<file path="src/design/iaid_pkg.sv">
// Shared types, sizes and helper functions for the indexed array insert/delete core.
// Used by the cell, the read-back OR tree and the top level. No dependencies.
package iaid_pkg;

  localparam int DEPTH   = 64;
  localparam int WORD_W  = 32;
  localparam int FUNC_W  = 3;
  localparam int POS_W   = 7;
  localparam int STAT_W  = 2;
  localparam int IDX_W   = (DEPTH > 1) ? $clog2(DEPTH) : 1;
  localparam int CNT_W   = $clog2(DEPTH + 1);
  localparam int CMP_W   = (POS_W > CNT_W) ? POS_W : CNT_W;
  localparam int FANIN   = 8;
  localparam int MAX_LVL = 16;

  localparam logic [FUNC_W-1:0] FUNC_APPEND = 3'd0;
  localparam logic [FUNC_W-1:0] FUNC_INSERT = 3'd1;
  localparam logic [FUNC_W-1:0] FUNC_GET    = 3'd2;
  localparam logic [FUNC_W-1:0] FUNC_EDIT   = 3'd3;
  localparam logic [FUNC_W-1:0] FUNC_DELETE = 3'd4;

  localparam logic [STAT_W-1:0] ST_OK     = 2'd0;
  localparam logic [STAT_W-1:0] ST_BADIDX = 2'd1;
  localparam logic [STAT_W-1:0] ST_FULL   = 2'd2;

  typedef enum logic [2:0] {
    CMD_NONE,
    CMD_INSERT,
    CMD_EDIT,
    CMD_DELETE,
    CMD_GET
  } cmd_t;

  typedef struct packed {
    logic              go;
    cmd_t              cmd;
    logic [IDX_W-1:0]  pos;
    logic [WORD_W-1:0] wdata;
  } cell_ctl_t;

  typedef enum logic [1:0] {
    S_IDLE,
    S_WALK,
    S_DONE
  } state_t;

  // Node count of tree level l (level 0 is the row of cells).
  function automatic int lvl_count(input int l);
    int n;
    n = DEPTH;
    for (int k = 0; k < MAX_LVL; k++) begin
      if (k < l) n = (n + FANIN - 1) / FANIN;
    end
    return n;
  endfunction

  // Number of registered levels needed to reduce the row to one node.
  function automatic int tree_levels();
    int n;
    int l;
    n = DEPTH;
    l = 0;
    for (int k = 0; k < MAX_LVL; k++) begin
      if (n > 1) begin
        n = (n + FANIN - 1) / FANIN;
        l = l + 1;
      end
    end
    return l;
  endfunction

  // Offset of level l (l >= 1) inside the flat node array.
  function automatic int node_base(input int l);
    int s;
    s = 0;
    for (int k = 1; k < MAX_LVL; k++) begin
      if (k < l) s = s + lvl_count(k);
    end
    return s;
  endfunction

  localparam int TREE_LVL = tree_levels();
  localparam int NODES    = node_base(TREE_LVL + 1);
  localparam int WALK_W   = $clog2(TREE_LVL + 1);

endpackage

</file>
<file path="src/design/iaid_cell.sv">
// One list entry of the cell chain: holds a word and shifts with its neighbors.
// Depends on iaid_pkg for the control struct and command codes.
module iaid_cell import iaid_pkg::*; (
  input  logic              clk,
  input  logic              rst,
  input  cell_ctl_t         ctl,
  input  logic [IDX_W-1:0]  idx,
  input  logic [WORD_W-1:0] below_data,
  input  logic [WORD_W-1:0] above_data,
  output logic [WORD_W-1:0] data,
  output logic [WORD_W-1:0] rd_word
);

  logic rd_sel;

  always_ff @(posedge clk) begin
    if (ctl.go) begin
      case (ctl.cmd)
        CMD_INSERT: begin
          if (idx > ctl.pos) data <= below_data;
          else if (idx == ctl.pos) data <= ctl.wdata;
        end
        CMD_EDIT: begin
          if (idx == ctl.pos) data <= ctl.wdata;
        end
        CMD_DELETE: begin
          if (idx >= ctl.pos) data <= above_data;
        end
        default: ;
      endcase
    end
  end

  always_ff @(posedge clk) begin
    if (rst) begin
      rd_sel <= 1'b0;
    end else if (ctl.go) begin
      rd_sel <= (ctl.cmd == CMD_GET) && (idx == ctl.pos);
    end
  end

  assign rd_word = data & {WORD_W{rd_sel}};

endmodule

</file>
<file path="config.mk">
export PLATFORM = sky130hd
export DESIGN_NAME = iaid_cell
export DESIGN_NICKNAME = d
export VERILOG_FILES = /design/src/design/iaid_pkg.sv /design/src/design/iaid_cell.sv
export SDC_FILE = /design/constraint.sdc
export NUM_CORES = 1
export LEC_CHECK = 0
export BUFFER_PORTS_ARGS = -buffer_cell sky130_fd_sc_hd__buf_4
export CAP_MARGIN = 5
export CORE_ASPECT_RATIO = 1.2
export CORE_MARGIN = 1
export CORE_UTILIZATION = 43
export CTS_BUF_LIST = sky130_fd_sc_hd__clkbuf_8
export DETAILED_ROUTE_END_ITERATION = 7
export PLACE_DENSITY = 0.83
export RECOVER_POWER = 50
export SKIP_LAST_GASP = 1
export SYNTH_ARGS = -nofsm -noshare
export SYNTH_HDL_FRONTEND = slang
export SYNTH_SLANG_ARGS = --single-unit
</file>
<file path="constraint.sdc">
create_clock -name clk -period 5.4 [get_ports clk]
set_input_delay 0 -clock clk [delete_from_list [all_inputs] [get_ports clk]]
set_output_delay 0 -clock clk [all_outputs]
set_load 0.05 [all_outputs]
</file>
==> impl_metrics.yaml, run 1 <==
setup_path:
  path_cells: "buf_4, inv_1, ha_1, nand4_4, nor2_8, nor3_1, nor4b_2, buf_4"
  critical_path_class: "in2reg"
  crit_arrival_ns: 2.50
  cpPeakStageDelay_ns: 0.72
  reg2reg_depth: 3
  critPathCaptureType: "flip-flop"
  required_ns: 5.36
  slowest_stage: "nor4b_2"
  startpoint_type: "input port"
  crit_fanout: 35
  cpMostUsedCell: "buf_4"
logic_synthesis:
  netlist_area_um2: 2550
  synthAdderAreaFrac_pct: 2.95
  yosys.area_share.simple_pct: 16.2
  ys_top_cells_by_area: "edfxtp_1 38%, o221ai_2 18%, mux2i_1 13%"
  synth_xor_area_share_pct: 0
  yosysUniqueCellTypes: 25
  synth_compound_area_share_pct: 20.4
  avgSynthCellArea_um2: 10.6
  synth_top_family_by_area: "compound AO/OA/AOI/OAI gates"
  yosys.area.top_type: "edfxtp_1"
  syn_nets: 361
  synth_top_area_share_pct: 37.7
  yosys_warnings: 0
  ys_seq_elements: 33
  synth_mux_area_share_pct: 12.6
  yosysSeqAreaShare_pct: 38.5
  netlist_instances: 241
die:
  coreArea_um2: 5670
  start_util_pct: 44.9
  chipWidth_um: 72.2
  die_h_um: 86.3
  pin_count: 178
  die-area_um2: 6230
  rows: 30
clock_network:
  clk_latency_ns: 0.28
  cts.sinks: 33
  cts-root-buf: "clkbuf_8"
  cts_resized: 0
  htree_levels: 2
  path_clk_slew_ns: 0.08
  cts_buffer_depth: 2
  cts-buffers-inserted: 5
  cts_tree: "built"
global_routing:
  global_route.usage.total_pct: 24.0
  grt_pass1_wl_mm: 11.6
  grt_pass1_vias: 2496
  globalRouteOverflowTotal: 0
  grt_max_degree: 36
  antenna_found_initial: 0
run:
  maxCapViolCount: 0
status:
  outcome: "finished, final reports clean"
sta:
  max_freq_mhz: 394
  fin_skew_ns: 0
  period_needed_ns: 2.54
  drv_slew: 0
  hold_viol: 0
  rsz0062_at_grt: "no"
  worstMarginPinSlew_ns: 1.02
  fin_crit_sh_pct: 47.1
  tns_ns: 0
  max_slew_margin_pct: 32.0
  setup_viol: 0
route:
  firstDrtPassIters: 4
  drcViolationCount: 0
  wl_per_cell_um: 15.1
  routed-via-count: 2521
  initialDrtViolationCount: 57
  ant_nets: 0
  routed_wl_mm: 7.69
  viasPerCell: 4.95
power_and_ir_drop:
  p_leak_uw: 0.00172
  peakVddDrop_v: 0.000145
  power_density_nw_per_um2: 198
  total_power_uw: 793
layout:
  mostFrequentLayoutCell: "buf_4"
  antennaDiodeCount: 0
  finalNonFillerCells: 509
  nets: 548
  area_growth_pct: 57.7
  final_cell_mix: "137 x buf_4, 43 x clkbuf_1, 41 x inv_1"
  drive_above_1_share_pct: 42.2
  utilization_pct: 70.9
worst_hold_path:
  hold_depth: 3
  hold_class: "in2reg"
placed_design:
  place_congestion: 0.764
  hpwl_mm: 5.56
  dp.cells: 486
  portBuffers: 177
==> final cells by class <==
class / count / area (um2)
Fill cell: 488 / 1650
Timing Repair Buffer: 195 / 1340
Multi-Input combinational cell: 153 / 1340
Sequential cell: 33 / 981
Inverter: 40 / 150
Tap cell: 80 / 100
Clock buffer: 5 / 68.8
Clock inverter: 3 / 37.5
==> worst max-delay path, delay by kind of cell <==
kind                       cells  cell delay, ns
and+or+nand+nor                4            1.64
adders and majority gates      1            0.34
buffers and inverters          3            0.50
==> routing by layer <==
layer / share of wire (%) / routed length [um] / global-route usage (%) / vias to the layer above
met1: 37 / 2860 / 26.8 / 1153
met3: 6.7 / 517 / 4.53 / 14
met5: 0 / 0 / 0 / -
met4: 1.6 / 120 / 6.95 / 0
met2: 55 / 4190 / 45.5 / 120
li1: - / - / - / 1234
==> sequential cells by signal (all words and copies together), names as in the netlist <==
signal,cells
rd_sel,1
data,32
==> power breakdown <==
group          switching [uW]  internal, uW  total (uW)  leakage, uW
clock                    89.7           134         224    0.0000570
sequential               10.1           305         315     0.000306
combinational             141           113         254      0.00136
==> logic make-up after synthesis <==
kind of cell               count (synthesis)
and+or+nand+nor                           76
buffers and inverters                     55
AOI/OAI and AO/OA                         39
DFF                                       33
muxes                                     32
adders and majority gates                  6
==> Yosys cell counts (all sizes together) <==
| master | instances |
|---|---|
| a21o | 2 |
| a21oi | 4 |
| and2 | 32 |
| buf | 9 |
| clkbuf | 6 |
| dfxtp | 1 |
| edfxtp | 32 |
| ha | 6 |
| inv | 40 |
| mux2i | 32 |
| nand2 | 35 |
| nand2b | 1 |
| nand3 | 1 |
| nand4 | 2 |
| nor2 | 3 |
| nor3 | 1 |
| nor4b | 1 |
| o211ai | 1 |
| o221ai | 32 |
==> stage by stage <==
step / setup WS, ns / cell area, um2 / hold WS [ns]
6_report: 2.86 / 4020 / 0.00510
5_1_grt: 2.73 / 4020 / 0.00902
4_1_cts: 2.85 / 4180 / 0.000731
3_5_place_dp: 2.57 / 3920 / 0.157
3_3_place_gp: 2.68 / 3920 / 0.156
2_1_floorplan: 0.566 / 2550 / 0.0691
==> final timing paths <==
check / from / end / slack, ns
worst max-delay path: ctl[37] / data[31]$_DFFE_PP_ / 2.86
worst max register to register: rd_sel$_SDFFE_PP0P_ / rd_sel$_SDFFE_PP0P_ / 3.55
worst min register to register: data[20]$_DFFE_PP_ / data[20]$_DFFE_PP_ / 0.68
worst min-delay path: above_data[4] / data[4]$_DFFE_PP_ / 0.005
==> timing repair <==
| action | CTS | global route |
|---|---|---|
| setup buffers | 0 | 0 |
| hold buffers | 15 | 0 |
| endpoints found under the hold margin | 14 | 0 |
Power figures use the tool's default switching activity.
==> run 2: changes to the inputs <==
--- a/config.mk
+++ b/config.mk
@@ -5,14 +5,15 @@
 export SDC_FILE = /design/constraint.sdc
 export NUM_CORES = 1
 export LEC_CHECK = 0
+export ABC_AREA = 1
 export BUFFER_PORTS_ARGS = -buffer_cell sky130_fd_sc_hd__buf_4
 export CAP_MARGIN = 5
 export CORE_ASPECT_RATIO = 1.2
 export CORE_MARGIN = 1
-export CORE_UTILIZATION = 43
+export CORE_UTILIZATION = 45
 export CTS_BUF_LIST = sky130_fd_sc_hd__clkbuf_8
 export DETAILED_ROUTE_END_ITERATION = 7
-export PLACE_DENSITY = 0.83
+export PLACE_DENSITY = 0.84
 export RECOVER_POWER = 50
 export SKIP_LAST_GASP = 1
 export SYNTH_ARGS = -nofsm -noshare
==> constraint.sdc (replaced) <==
create_clock -name clk -period 2.6 [get_ports clk]
set_input_delay 0 -clock clk [delete_from_list [all_inputs] [get_ports clk]]
set_output_delay 0 -clock clk [all_outputs]
set_load 0.05 [all_outputs]
==> impl_metrics.yaml, run 2 <==
logic_synthesis:
  yosys_warnings: 0
  yosys.area_share.simple_pct: 46.6
  avgSynthCellArea_um2: 6.20
  ys_seq_elements: 33
  yosysUniqueCellTypes: 22
  yosys.area.top_type: "edfxtp_1"
  syn_nets: 577
  netlist_instances: 457
  ys_top_cells_by_area: "edfxtp_1 34%, nand2_1 27%, nand3_1 17%"
  netlist_area_um2: 2830
  synth_top_family_by_area: "simple AND/OR/NAND/NOR gates"
  synth_compound_area_share_pct: 1.19
  synth_top_area_share_pct: 33.9
  yosysSeqAreaShare_pct: 34.6
  synth-edff-count: 32
  synthAdderAreaFrac_pct: 2.65
  yosys_most_used_dff: "edfxtp_1"
  synth.cells.most_frequent: "203 x nand2_1, 96 x nand3_1, 75 x inv_1, 32 x edfxtp_1, 15 x buf_2"
  synth_xor_area_share_pct: 0
  async_flop_share_pct: 0
  synth_mux_area_share_pct: 0
  synth.most_common_cell: "nand2_1"
layout:
  largest_reg_flops: 32
  nets: 744
  final_cell_mix: "203 x nand2_1, 128 x buf_4, 96 x nand3_1"
  antennaDiodeCount: 0
  largestRegisters: "data: 32 flops, rd_sel: 1 flops"
  seq_area_um2: 981
  area_growth_pct: 44.4
  n_fill_cell: 606
  multi_input_area_um2: 1420
  regMostFlops: "data"
  mostFrequentLayoutCell: "nand2_1"
  drive_above_1_share_pct: 22.9
setup_path:
  crit_arrival_ns: 2.32
  required_ns: 2.58
  critPathCaptureType: "flip-flop"
  reg2reg_to: "rd_sel$_SDFFE_PP0P_"
  r2r-start: "rd_sel$_SDFFE_PP0P_"
  critical_path_class: "in2reg"
  startpoint_type: "input port"
  crit_fanout: 34
  r2r_setup_slack_ns: 0.66
  reg2reg_depth: 4
sta:
  max_slew_margin_pct: 22.7
  worstMarginPinSlew_ns: 1.15
  setup_viol: 0
  hold_viol: 0
  period_needed_ns: 2.34
  tns_ns: 0
  fin_crit_sh_pct: 89.9
  rsz0062_at_grt: "no"
  fin_skew_ns: 0
  max_freq_mhz: 428
  drv_slew: 0
  fin_hold_ws_ns: 0.0634
worst_hold_path:
  hold_depth: 5
  min_from: "above_data[31]"
  worstHoldEndpoint: "data[31]$_DFFE_PP_"
  hold_class: "in2reg"
global_routing:
  grt_pass1_vias: 3157
  antenna_found_initial: 0
  grt_max_degree: 35
  globalRouteOverflowTotal: 0
  global_route.usage.total_pct: 27.3
  grt_pass1_wl_mm: 13.9
die:
  start_util_pct: 46.8
  coreArea_um2: 6050
  rows: 31
  pin_count: 178
  die-area_um2: 6620
  die_h_um: 88.9
  chipWidth_um: 74.4
clock_network:
  cts_resized: 0
  path_clk_slew_ns: 0.07
  cts_buffer_depth: 2
  post-cts-setup-buffers: 0
  cts-buffers-inserted: 5
  cts-root-buf: "clkbuf_8"
  cts_tree: "built"
  htree_levels: 2
  cts.sinks: 33
  clk_latency_ns: 0.28
route:
  wl_per_cell_um: 12.6
  drcViolationCount: 0
  initialDrtViolationCount: 180
  ant_nets: 0
  firstDrtPassIters: 4
  routed-via-count: 3383
  viasPerCell: 4.79
  routed_wl_mm: 8.91
placed_design:
  portBuffers: 177
  hpwl_mm: 6.50
  place_congestion: 0.798
power_and_ir_drop:
  p_leak_uw: 0.00240
  peakVddDrop_v: 0.000230
  power_density_nw_per_um2: 408
status:
  outcome: "finished, final reports clean"
run:
  maxCapViolCount: 0
[run 2: cell types whose count changed in the layout (fill, tap and decap cells not counted), moves of 21 or more]
cell,previous run,this run
mux2i_1,32,0
and2_0,21,0
nand2_1,34,203
nand3_1,1,96
inv_1,41,77
o221ai_2,30,0
[run 2: where the power goes]
part	internal (uW)	total, uW	leakage, uW	switching [uW]
clock network	180	363	0.0000505	183
registers	636	664	0.000307	27.8
logic	229	641	0.00204	412
total	1050	1670	0.00240	623
[run 2: worst max path at each step]
stage	depth (start not counted)	endpoint	start	slack, ns
finish	11	data[6]$_DFFE_PP_	ctl[33]	0.26
global route	11	data[6]$_DFFE_PP_	ctl[33]	0.08
CTS	9	data[19]$_DFFE_PP_	ctl[35]	0.40
detailed placement	9	data[12]$_DFFE_PP_	ctl[35]	0.10
global placement	9	data[27]$_DFFE_PP_	ctl[35]	0.16
floorplan	9	data[0]$_DFFE_PP_	ctl[35]	0.42
[run 2: what timing repair did]
item | in CTS | in global routing
endpoints found under the hold margin | 1 | 0
setup endpoints to repair | 0 | 0
hold buffers | 2 | 0
[run 2: cell families after synthesis]
kind of cell,Yosys count
AO/OA/AOI/OAI,4
flip-flops,33
AND/OR/NAND/NOR,309
buffers and inverters,105
adder cells (fa/ha/maj),6
[run 2: stage by stage]
step           setup slack, ns  std cells  utilization, %  instance area (um2)  total power [uW]
2_1_floorplan            0.421        457               -                 2840              1090
3_3_place_gp             0.164        697            69.7                 4220              1340
3_5_place_dp             0.101        697            69.7                 4220              1350
4_1_cts                  0.400        707            71.3                 4320              1710
5_1_grt                 0.0759        707            67.6                 4090              1770
6_report                 0.262        707            67.6                 4090              1670
[run 2: area by class of cell]
class	count	share of cell area [%]
Sequential cell	33	24.0
Clock buffer	5	1.68
Inverter	77	7.06
Timing Repair Buffer	188	29.7
Multi-Input combinational cell	319	34.8
Clock inverter	3	0.306
Tap cell	82	2.51
[run 2: critical path, stage by stage]
cell and delay, ns:
buf_4 0.08, inv_1 0.03, ha_1 0.28, nand2_1 0.07
inv_2 0.08, buf_4 0.34, nand2_1 0.12, nand2_1 0.07
nor2_1 0.04, nor3_1 0.87, buf_4 0.33
[run 2: per-layer routing]
metal	global-route usage (%)	part of all wire [%]
met3	4.85	6.7
met5	0	0
met4	9.26	1.6
met1	31.5	39
met2	50.2	53
